`src/x86dec_pkg.sv`:
```
// ---------------------------------------------------------------------------
// x86dec_pkg
// Types, opcode tables and decode helpers of the byte decoder.
// ---------------------------------------------------------------------------
package x86dec_pkg;

   typedef enum logic [3:0] {
      FORM_MOV_IMM_REG = 4'd0,
      FORM_MOV_IMM_MEM = 4'd1,
      FORM_MOV_RM      = 4'd2,
      FORM_MOV_MEM_ACC = 4'd3,
      FORM_MOV_ACC_MEM = 4'd4,
      FORM_PUSH_RM     = 4'd5,
      FORM_PUSH_REG    = 4'd6,
      FORM_POP_RM      = 4'd7,
      FORM_POP_REG     = 4'd8,
      FORM_XCHG_RM     = 4'd9,
      FORM_XCHG_ACC    = 4'd10,
      FORM_IN_FIX      = 4'd11,
      FORM_IN_VAR      = 4'd12,
      FORM_OUT_FIX     = 4'd13,
      FORM_OUT_VAR     = 4'd14,
      FORM_NONE        = 4'd15
   } form_type;

   localparam int NUM_FORMS = 15;
   localparam int NUM_MASKS = 5;

   // Form codes in form order; masks from longest to shortest.
   localparam logic [7:0] FORM_CODES [NUM_FORMS] = '{
      8'hb0, 8'hc6, 8'h88, 8'ha0, 8'ha2, 8'hff, 8'h50, 8'h8f,
      8'h58, 8'h86, 8'h90, 8'he4, 8'hec, 8'he6, 8'hee
   };
   localparam logic [7:0] TRY_MASKS [NUM_MASKS] = '{
      8'hff, 8'hfe, 8'hfc, 8'hf8, 8'hf0
   };

   localparam logic [1:0] MOD_REGISTER = 2'd3;
   localparam logic [1:0] MOD_MEM      = 2'd0;
   localparam logic [1:0] MOD_DISP8    = 2'd1;
   localparam logic [1:0] MOD_DISP16   = 2'd2;
   localparam logic [2:0] RM_DIRECT    = 3'd6;

   // Classified code byte as it travels from front to back.
   typedef struct packed {
      logic [7:0] code_byte;
      form_type   form;
   } q_entry_type;

   // Header length and counts of displacement and data bytes that follow.
   typedef struct packed {
      logic [1:0] hdr;
      logic [1:0] dcnt;
      logic [1:0] tcnt;
   } layout_type;

   typedef struct packed {
      logic [3:0]         form;
      logic [1:0]         mode;
      logic [2:0]         reg_field;
      logic [2:0]         rm_field;
      logic               wide;
      logic               direction;
      logic signed [15:0] displacement;
      logic [15:0]        immediate_or_address;
      logic [2:0]         length;
      logic               bad_opcode;
   } rec_type;

   function automatic form_type match_form(input logic [7:0] b);
      form_type   res;
      logic       found;
      logic [7:0] v;
      res   = FORM_NONE;
      found = 1'b0;
      for (int m = 0; m < NUM_MASKS; m++) begin
         v = b & TRY_MASKS[m];
         for (int f = 0; f < NUM_FORMS; f++) begin
            if (!found && FORM_CODES[f] == v) begin
               res   = form_type'(4'(f));
               found = 1'b1;
            end
         end
      end
      return res;
   endfunction

   function automatic logic has_modrm(input form_type f);
      return f == FORM_MOV_IMM_MEM || f == FORM_MOV_RM || f == FORM_PUSH_RM ||
             f == FORM_POP_RM || f == FORM_XCHG_RM;
   endfunction

   function automatic layout_type layout(input form_type f, input logic [7:0] first,
                                         input logic [7:0] modrm);
      layout_type l;
      logic       direct;
      logic [1:0] dsz;
      l.hdr  = 2'd1;
      l.dcnt = 2'd0;
      l.tcnt = 2'd0;
      direct = (modrm[7:6] == MOD_MEM) && (modrm[2:0] == RM_DIRECT);
      dsz    = (modrm[7:6] == MOD_DISP8)  ? 2'd1 :
               (modrm[7:6] == MOD_DISP16) ? 2'd2 : 2'd0;
      if (has_modrm(f)) begin
         l.hdr = 2'd2;
         if (f == FORM_MOV_IMM_MEM) begin
            l.dcnt = direct ? 2'd2 : dsz;
            l.tcnt = 2'd1 + {1'b0, first[0]};
         end else if (direct) begin
            l.tcnt = 2'd2;
         end else begin
            l.dcnt = dsz;
         end
      end else if (f == FORM_MOV_IMM_REG) begin
         l.tcnt = 2'd1 + {1'b0, first[3]};
      end else if (f == FORM_MOV_MEM_ACC || f == FORM_MOV_ACC_MEM) begin
         l.tcnt = 2'd2;
      end else if (f == FORM_IN_FIX || f == FORM_OUT_FIX) begin
         l.tcnt = 2'd1;
      end
      return l;
   endfunction

endpackage

```
`src/x86dec_front.sv`:
```
// ---------------------------------------------------------------------------
// x86dec_front
// Takes code words and tags each with the form it would open.
// ---------------------------------------------------------------------------
module x86dec_front (
   input  logic                     req_valid,
   output logic                     req_ready,
   input  logic [7:0]               req_code_byte,
   input  logic                     q_full,
   output logic                     push,
   output x86dec_pkg::q_entry_type  push_entry
);

   assign req_ready            = !q_full;
   assign push                 = req_valid && req_ready;
   assign push_entry.code_byte = req_code_byte;
   assign push_entry.form      = x86dec_pkg::match_form(req_code_byte);

endmodule

```
`src/x86dec_queue.sv`:
```
// ---------------------------------------------------------------------------
// x86dec_queue
// Two-entry queue between classifier and assembler.
// ---------------------------------------------------------------------------
module x86dec_queue (
   input  logic                     clock,
   input  logic                     reset,
   input  logic                     push,
   input  x86dec_pkg::q_entry_type  push_entry,
   output logic                     full,
   output logic                     q_valid,
   input  logic                     pop,
   output x86dec_pkg::q_entry_type  head
);

   x86dec_pkg::q_entry_type entry_ff [2];
   logic       wptr_ff, wptr_in;
   logic       rptr_ff, rptr_in;
   logic [1:0] count_ff, count_in;

   assign full    = (count_ff == 2'd2);
   assign q_valid = (count_ff != 2'd0);
   assign head    = entry_ff[rptr_ff];

   always_comb begin
      wptr_in  = push ? !wptr_ff : wptr_ff;
      rptr_in  = pop  ? !rptr_ff : rptr_ff;
      count_in = count_ff + {1'b0, push} - {1'b0, pop};
   end

   always_ff @(posedge clock) begin
      if (reset) begin
         wptr_ff  <= 1'b0;
         rptr_ff  <= 1'b0;
         count_ff <= 2'd0;
      end else begin
         wptr_ff  <= wptr_in;
         rptr_ff  <= rptr_in;
         count_ff <= count_in;
      end
   end

   always_ff @(posedge clock) begin
      if (push) begin
         entry_ff[wptr_ff] <= push_entry;
      end
   end

endmodule

```
`src/x86dec_back.sv`:
```
// ---------------------------------------------------------------------------
// x86dec_back
// Assembles tagged words into instructions and registers each record.
// ---------------------------------------------------------------------------
module x86dec_back (
   input  logic                     clock,
   input  logic                     reset,
   input  logic                     q_valid,
   input  x86dec_pkg::q_entry_type  head,
   output logic                     pop,
   output logic                     rsp_valid,
   input  logic                     rsp_ready,
   output x86dec_pkg::rec_type      rsp_rec
);

   logic [2:0]           idx_ff, idx_in;
   logic [7:0]           first_ff, first_in;
   x86dec_pkg::form_type form_ff, form_in;
   logic [7:0]           modrm_ff, modrm_in;
   logic [2:0]           total_ff, total_in;
   logic [15:0]          disp_ff, disp_in;
   logic [15:0]          data_ff, data_in;

   logic                 valid_ff, valid_in;
   x86dec_pkg::rec_type  rec_ff, rec_in;

   x86dec_pkg::layout_type lay;
   x86dec_pkg::rec_type    rec;
   logic                   emit;
   logic [2:0]             off;
   logic [2:0]             doff;

   function automatic logic [2:0] total_of(input x86dec_pkg::layout_type l);
      return {1'b0, l.hdr} + {1'b0, l.dcnt} + {1'b0, l.tcnt};
   endfunction

   function automatic x86dec_pkg::rec_type build(input x86dec_pkg::form_type f,
                                                 input logic [7:0] b,
                                                 input logic [7:0] mr,
                                                 input logic [15:0] disp,
                                                 input logic [15:0] data,
                                                 input logic [2:0] len);
      x86dec_pkg::rec_type    r;
      x86dec_pkg::layout_type l;
      l = x86dec_pkg::layout(f, b, mr);
      r = '0;
      r.form = f;
      if (x86dec_pkg::has_modrm(f)) begin
         r.mode     = mr[7:6];
         r.rm_field = mr[2:0];
      end
      if (f == x86dec_pkg::FORM_MOV_RM || f == x86dec_pkg::FORM_XCHG_RM) begin
         r.reg_field = mr[5:3];
      end
      if (f == x86dec_pkg::FORM_MOV_IMM_REG || f == x86dec_pkg::FORM_PUSH_REG ||
          f == x86dec_pkg::FORM_POP_REG || f == x86dec_pkg::FORM_XCHG_ACC) begin
         r.reg_field = b[2:0];
      end
      if (f == x86dec_pkg::FORM_MOV_IMM_REG || f == x86dec_pkg::FORM_XCHG_ACC ||
          f == x86dec_pkg::FORM_IN_FIX || f == x86dec_pkg::FORM_IN_VAR ||
          f == x86dec_pkg::FORM_OUT_FIX || f == x86dec_pkg::FORM_OUT_VAR) begin
         r.mode = x86dec_pkg::MOD_REGISTER;
      end
      priority if (f == x86dec_pkg::FORM_MOV_IMM_REG) begin
         r.wide = b[3];
      end else if (f == x86dec_pkg::FORM_XCHG_ACC) begin
         r.wide = 1'b1;
      end else if (f == x86dec_pkg::FORM_PUSH_RM || f == x86dec_pkg::FORM_PUSH_REG ||
                   f == x86dec_pkg::FORM_POP_RM || f == x86dec_pkg::FORM_POP_REG) begin
         r.wide = 1'b0;
      end else begin
         r.wide = b[0];
      end
      priority if (f == x86dec_pkg::FORM_MOV_RM) begin
         r.direction = b[1];
      end else if (f == x86dec_pkg::FORM_MOV_IMM_REG || f == x86dec_pkg::FORM_MOV_MEM_ACC) begin
         r.direction = 1'b1;
      end else begin
         r.direction = 1'b0;
      end
      // Sign-extend a one-byte displacement.
      r.displacement = (l.dcnt == 2'd1) ? {{8{disp[7]}}, disp[7:0]} : disp;
      r.immediate_or_address = data;
      r.length               = len;
      return r;
   endfunction

   assign pop       = q_valid && (!valid_ff || rsp_ready);
   assign rsp_valid = valid_ff;
   assign rsp_rec   = rec_ff;

   always_comb begin
      idx_in   = idx_ff;
      first_in = first_ff;
      form_in  = form_ff;
      modrm_in = modrm_ff;
      total_in = total_ff;
      disp_in  = disp_ff;
      data_in  = data_ff;
      emit     = 1'b0;
      lay      = x86dec_pkg::layout(form_ff, first_ff, modrm_ff);
      off      = 3'd0;
      doff     = 3'd0;
      rec      = '0;
      if (pop) begin
         if (idx_ff == 3'd0) begin
            if (head.form == x86dec_pkg::FORM_NONE) begin
               // Unknown opcode: error record, stay at the first word.
               emit           = 1'b1;
               rec.length     = 3'd1;
               rec.bad_opcode = 1'b1;
            end else begin
               first_in = head.code_byte;
               form_in  = head.form;
               modrm_in = 8'h00;
               disp_in  = 16'h0000;
               data_in  = 16'h0000;
               idx_in   = 3'd1;
               if (x86dec_pkg::has_modrm(head.form)) begin
                  total_in = 3'd0;
               end else begin
                  lay      = x86dec_pkg::layout(head.form, head.code_byte, 8'h00);
                  total_in = total_of(lay);
                  emit     = (total_in <= 3'd1);
               end
            end
         end else if (idx_ff == 3'd1 && x86dec_pkg::has_modrm(form_ff)) begin
            modrm_in = head.code_byte;
            idx_in   = 3'd2;
            lay      = x86dec_pkg::layout(form_ff, first_ff, head.code_byte);
            total_in = total_of(lay);
            emit     = (total_in <= 3'd2);
         end else begin
            off  = idx_ff - {1'b0, lay.hdr};
            doff = off - {1'b0, lay.dcnt};
            if (off < {1'b0, lay.dcnt}) begin
               if (off[0]) begin
                  disp_in[15:8] = disp_ff[15:8] | head.code_byte;
               end else begin
                  disp_in[7:0] = disp_ff[7:0] | head.code_byte;
               end
            end else begin
               if (doff[0]) begin
                  data_in[15:8] = data_ff[15:8] | head.code_byte;
               end else begin
                  data_in[7:0] = data_ff[7:0] | head.code_byte;
               end
            end
            idx_in = idx_ff + 3'd1;
            emit   = (idx_in >= total_ff);
         end
         if (emit && !(idx_ff == 3'd0 && head.form == x86dec_pkg::FORM_NONE)) begin
            rec = build(form_in, first_in, modrm_in, disp_in, data_in, total_in);
         end
         if (emit) begin
            idx_in = 3'd0;
         end
      end
   end

   always_comb begin
      valid_in = valid_ff;
      rec_in   = rec_ff;
      if (pop && emit) begin
         valid_in = 1'b1;
         rec_in   = rec;
      end else if (rsp_ready) begin
         valid_in = 1'b0;
      end
   end

   always_ff @(posedge clock) begin
      if (reset) begin
         idx_ff   <= 3'd0;
         first_ff <= 8'h00;
         form_ff  <= x86dec_pkg::FORM_MOV_IMM_REG;
         modrm_ff <= 8'h00;
         total_ff <= 3'd0;
         disp_ff  <= 16'h0000;
         data_ff  <= 16'h0000;
         valid_ff <= 1'b0;
      end else begin
         idx_ff   <= idx_in;
         first_ff <= first_in;
         form_ff  <= form_in;
         modrm_ff <= modrm_in;
         total_ff <= total_in;
         disp_ff  <= disp_in;
         data_ff  <= data_in;
         valid_ff <= valid_in;
      end
   end

   always_ff @(posedge clock) begin
      rec_ff <= rec_in;
   end

endmodule

```
`src/x86_16_instruction_byte_decoder.sv`:
```
// Path: each code word is registered in the queue; the finished record is registered at the output.
// Throughput: one code word per cycle while the output register is empty or being read.
// A stalled record holds in the output register; the queue takes words until both entries fill.
// Reset: synchronous, active high; clears queue, assembly state and rsp_valid.
// ---------------------------------------------------------------------------
// x86_16_instruction_byte_decoder
// Decodes a stream of 16-bit x86 code bytes into one record per instruction.
// ---------------------------------------------------------------------------
module x86_16_instruction_byte_decoder (
   input  logic               clock,
   input  logic               reset,
   input  logic               req_valid,
   output logic               req_ready,
   input  logic [7:0]         req_code_byte,
   output logic               rsp_valid,
   input  logic               rsp_ready,
   output logic [3:0]         rsp_form,
   output logic [1:0]         rsp_mode,
   output logic [2:0]         rsp_reg_field,
   output logic [2:0]         rsp_rm_field,
   output logic               rsp_wide,
   output logic               rsp_direction,
   output logic signed [15:0] rsp_displacement,
   output logic [15:0]        rsp_immediate_or_address,
   output logic [2:0]         rsp_length,
   output logic               rsp_bad_opcode
);

   // Front to queue: classified word.
   logic                    push;
   x86dec_pkg::q_entry_type push_entry;
   logic                    q_full;

   // Queue to back.
   logic                    q_valid;
   logic                    pop;
   x86dec_pkg::q_entry_type head;

   x86dec_pkg::rec_type     rec;

   // Classify every word: the back only uses the tag on a first word.
   x86dec_front u_front (
      .req_valid     (req_valid),
      .req_ready     (req_ready),
      .req_code_byte (req_code_byte),
      .q_full        (q_full),
      .push          (push),
      .push_entry    (push_entry)
   );

   // Hold up to two tagged words so a stalled output does not stall fetch at once.
   x86dec_queue u_queue (
      .clock      (clock),
      .reset      (reset),
      .push       (push),
      .push_entry (push_entry),
      .full       (q_full),
      .q_valid    (q_valid),
      .pop        (pop),
      .head       (head)
   );

   // Advance the instruction assembly; register each finished record.
   x86dec_back u_back (
      .clock     (clock),
      .reset     (reset),
      .q_valid   (q_valid),
      .head      (head),
      .pop       (pop),
      .rsp_valid (rsp_valid),
      .rsp_ready (rsp_ready),
      .rsp_rec   (rec)
   );

   assign rsp_form                 = rec.form;
   assign rsp_mode                 = rec.mode;
   assign rsp_reg_field            = rec.reg_field;
   assign rsp_rm_field             = rec.rm_field;
   assign rsp_wide                 = rec.wide;
   assign rsp_direction            = rec.direction;
   assign rsp_displacement         = rec.displacement;
   assign rsp_immediate_or_address = rec.immediate_or_address;
   assign rsp_length               = rec.length;
   assign rsp_bad_opcode           = rec.bad_opcode;

endmodule

```
`config.mk`:
```
export PLATFORM = sky130hd
export DESIGN_NAME = x86_16_instruction_byte_decoder
export DESIGN_NICKNAME = d
export VERILOG_FILES = /design/src/x86dec_pkg.sv /design/src/x86dec_front.sv /design/src/x86dec_queue.sv /design/src/x86dec_back.sv /design/src/x86_16_instruction_byte_decoder.sv
export SDC_FILE = /design/constraint.sdc
export NUM_CORES = 1
export LEC_CHECK = 0
export BUFFER_PORTS_ARGS = -buffer_cell sky130_fd_sc_hd__buf_4
export CORE_MARGIN = 2
export CORE_UTILIZATION = 54
export DETAILED_ROUTE_END_ITERATION = 7
export PLACE_DENSITY_LB_ADDON = 0.1
export SLEW_MARGIN = 20
export SYNTH_ARGS = -nofsm -noshare
export SYNTH_HDL_FRONTEND = slang
export SYNTH_SLANG_ARGS = --single-unit
```
`constraint.sdc`:
```
create_clock -name clock -period 4.9 [get_ports clock]
set_input_delay 0.49 -clock clock [delete_from_list [all_inputs] [get_ports clock]]
set_output_delay 0.49 -clock clock [all_outputs]
set_load 0.02 [all_outputs]
```
==> impl_metrics.env <==
export IMPL_die_w_um=119
export IMPL_place_gp_congestion=0.960
export IMPL_cts_resized=0
export IMPL_synth_seq_cells=134
export IMPL_boundaryPins=64
export IMPL_drtIter0Drc=632
export IMPL_nets=809
export IMPL_dieArea_um2=14200
export IMPL_power_leakage_nw=3.11
export IMPL_crit_required_ns=5.01
export IMPL_p_switching_mw=2.46
export IMPL_p_int_mw=3.36
export IMPL_fin_crit_sh_pct=87.5
export IMPL_n_antenna_cell=0
export IMPL_hold_buffers=0
export IMPL_synth_nets=769
export IMPL_die_h_um=119
export IMPL_dp_slack_ns=0.676
export IMPL_cts_sinks=134
export IMPL_final_common_cell="nor2_1"
export IMPL_stdcell_count=969
export IMPL_synth_avg_cell_area_um2=9.70
export IMPL_hp_class="in -> reg"
export IMPL_power_share_combinational_pct=48.0
export IMPL_maxSlewViolCount=0
export IMPL_layout_drive_gt1_share_pct=17.8
export IMPL_dp_hpwl_mm=11.9
export IMPL_seq_power_share_pct=30.5
export IMPL_ir_drop_v=0.000374
export IMPL_setup_tns_ns=0
export IMPL_layout_filler_cells=1061
export IMPL_ys_flop_type="edfxtp_1"
export IMPL_viasPerCell=6.13
export IMPL_row_count=42
export IMPL_drv_cap=0
export IMPL_fp_coreArea_um2=13100
export IMPL_totalWireLength_mm=17.5
export IMPL_rsz0062_at_grt="false"
export IMPL_final_cell_mix="125 x nor2_1, 78 x buf_4, 74 x edfxtp_1"
export IMPL_grt_ovfl_total=0
export IMPL_dp_cells=937
export IMPL_skew_ns=0.00986
export IMPL_outcome="completed"
export IMPL_cp_end_kind="flip-flop"
export IMPL_clk_pin_slew_worst_paths_ns=0.06
export IMPL_wl_per_cell_um=18.1
export IMPL_finalHoldViolCount=0
export IMPL_dr_total_vias=5940
export IMPL_crit_arrival_ns=4.40
export IMPL_setup_violations=0
export IMPL_htreeDepth=4
export IMPL_synth_distinct_cells=76
export IMPL_critPathKind="reg -> reg"
export IMPL_antenna_found_initial=0
export IMPL_root_buffer="clkbuf_16"
export IMPL_max_slew_margin_rel_pct=41.2
export IMPL_ys_warn_count=0
export IMPL_cts_buffers=17
export IMPL_worst_setup_path_start_kind="flip-flop"
export IMPL_synthCells=740
export IMPL_synth_edf_count=74
export IMPL_port_buffers=63
export IMPL_synthArstFlopShare_pct=0
export IMPL_initial_core_util_pct=54.8
export IMPL_cts_tree="built"
export IMPL_clk_insertion_delay_late_ns=0.42
export IMPL_drc=0
export IMPL_p_sw_share_pct=42.3
export IMPL_syn_to_final_growth_pct=16.1
export IMPL_synth_seq_area_share_pct=47.7
export IMPL_fmax_mhz=233
export IMPL_grt_usage_pct=25.2
export IMPL_finalWorstSetupSlack_ns=0.612
export IMPL_grt_pass1_vias=5415
export IMPL_pwr_share_clk_pct=21.5
export IMPL_worst_pin_slew_ns=0.882
export IMPL_ant_nets=0
export IMPL_postCtsSetupRepairBufs=0
export IMPL_synth_area_um2=7180
export IMPL_clockBufferDepth=2
export IMPL_grt_pass1_wl_mm=28.0
export IMPL_p_per_area_nw_per_um2=699
export IMPL_crit_fanout=33
export IMPL_finalCriticalPeriod_ns=4.29
export IMPL_grt_max_degree=61
export IMPL_drt_pass1_iter_count=5
flip-flops by register name (all words and copies together) (netlist names), named ones only:
register	flops
u_back.first_ff	4
u_back.disp_ff	16
u_queue.wptr_ff	1
u_back.total_ff	3
u_back.rsp_rec	50
u_queue.count_ff	2
u_queue.entry_ff	24
u_back.modrm_ff	8
u_back.rsp_valid	1
u_back.data_ff	16
u_back.idx_ff	3
u_queue.rptr_ff	1
u_back.form_ff	4
through the flow:
| step | area [um^2] | hold slack (ns) | utilization (%) | power, mW |
|---|---|---|---|---|
| floorplan | 7180 | 0.437 | - | 3.69 |
| global placement | 7750 | 0.447 | 59.2 | 4.49 |
| detailed placement | 7750 | 0.460 | 59.2 | 4.55 |
| CTS | 8330 | 0.346 | 63.7 | 5.82 |
| global route | 8330 | 0.352 | 63.7 | 6.16 |
| finish | 8330 | 0.359 | 63.7 | 5.83 |
per-layer routing:
| layer | GRT usage (%) | vias up | wire length (um) |
|---|---|---|---|
| li1 | - | 2823 | - |
| met1 | 33.2 | 2838 | 7670 |
| met2 | 40.1 | 244 | 8390 |
| met3 | 5.32 | 35 | 1080 |
| met4 | 11.2 | 0 | 415 |
| met5 | 0 | - | 0 |
Yosys cell counts, drive strengths merged (5+ instances only):
library cell,n,area (um^2)
a211oi,9,80.1
a21o,12,90.1
a21oi,41,209
a22o,8,70.1
a22oi,61,458
a31oi,11,83.8
and2,5,31.3
and3,5,31.3
buf,26,135
clkbuf,32,120
dfxtp,60,1200
edfxtp,74,2220
ha,15,188
inv,19,71.3
mux2,10,128
mux2i,17,178
nand2,44,168
nand2b,12,75.1
nand3,11,55.1
nor2,128,485
nor2b,14,87.6
nor3,12,60.1
nor4,7,50.1
nor4b,6,58.8
o211ai,6,45.0
o21ai,17,88.8
o22ai,7,50.1
xor2,6,52.6
path summary, 6_finish.rpt:
check                      from  depth (start not counted)  slack [ns]            endpoint
max                   flip-flop                         16        0.61  u_back.rsp_rec[21]
min                   rsp_ready                          3        0.36    u_back.rsp_valid
max reg2reg           flip-flop                         16        0.61  u_back.rsp_rec[21]
min reg2reg  u_back.first_ff[1]                          2        0.47  u_back.first_ff[1]
final cells by class:
cell class	instances	area (um^2)	share of cell area (%)
multi-input combinational	529	3430	41.1
sequential	134	3420	41.1
clock buffer	21	460	5.52
tap	176	220	2.64
clock inverter	11	125	1.50
timing repair buffer	79	606	7.27
inverter	19	71.3	0.856
kinds of logic after synthesis:
logic type / share of synthesized area, %
XOR/XNOR: 1.22
flip-flops: 47.7
buffers and inverters: 4.55
multiplexers: 4.25
AO/OA/AOI/OAI: 20.7
adder cells (fa/ha/maj): 3.17
AND/OR/NAND/NOR: 18.4
critical path: stages, from the launching register on:
cell	delay [ns]
dfxtp_1	0.46
mux2_2	0.41
and4_1	0.23
nand2_1	0.07
o21ai_0	0.13
a21oi_1	0.19
a21oi_1	0.09
a31o_2	0.24
fa_1	0.46
ha_1	0.22
xor2_1	0.17
a21oi_1	0.13
mux2_4	0.16
nor2_2	0.05
or3_1	0.41
inv_2	0.29
buf_12	0.25
power by group through the flow:
stage / clock, mW / sequential [mW] / combinational, mW
final: 1.26 / 1.78 / 2.80
after global routing: 1.32 / 1.81 / 3.03
after CTS: 1.27 / 1.78 / 2.78
after detailed placement: 0 / 1.80 / 2.75
after global placement: 0 / 1.78 / 2.71
after floorplan: 0 / 2.02 / 1.66
(Power assumes the default switching activity.)
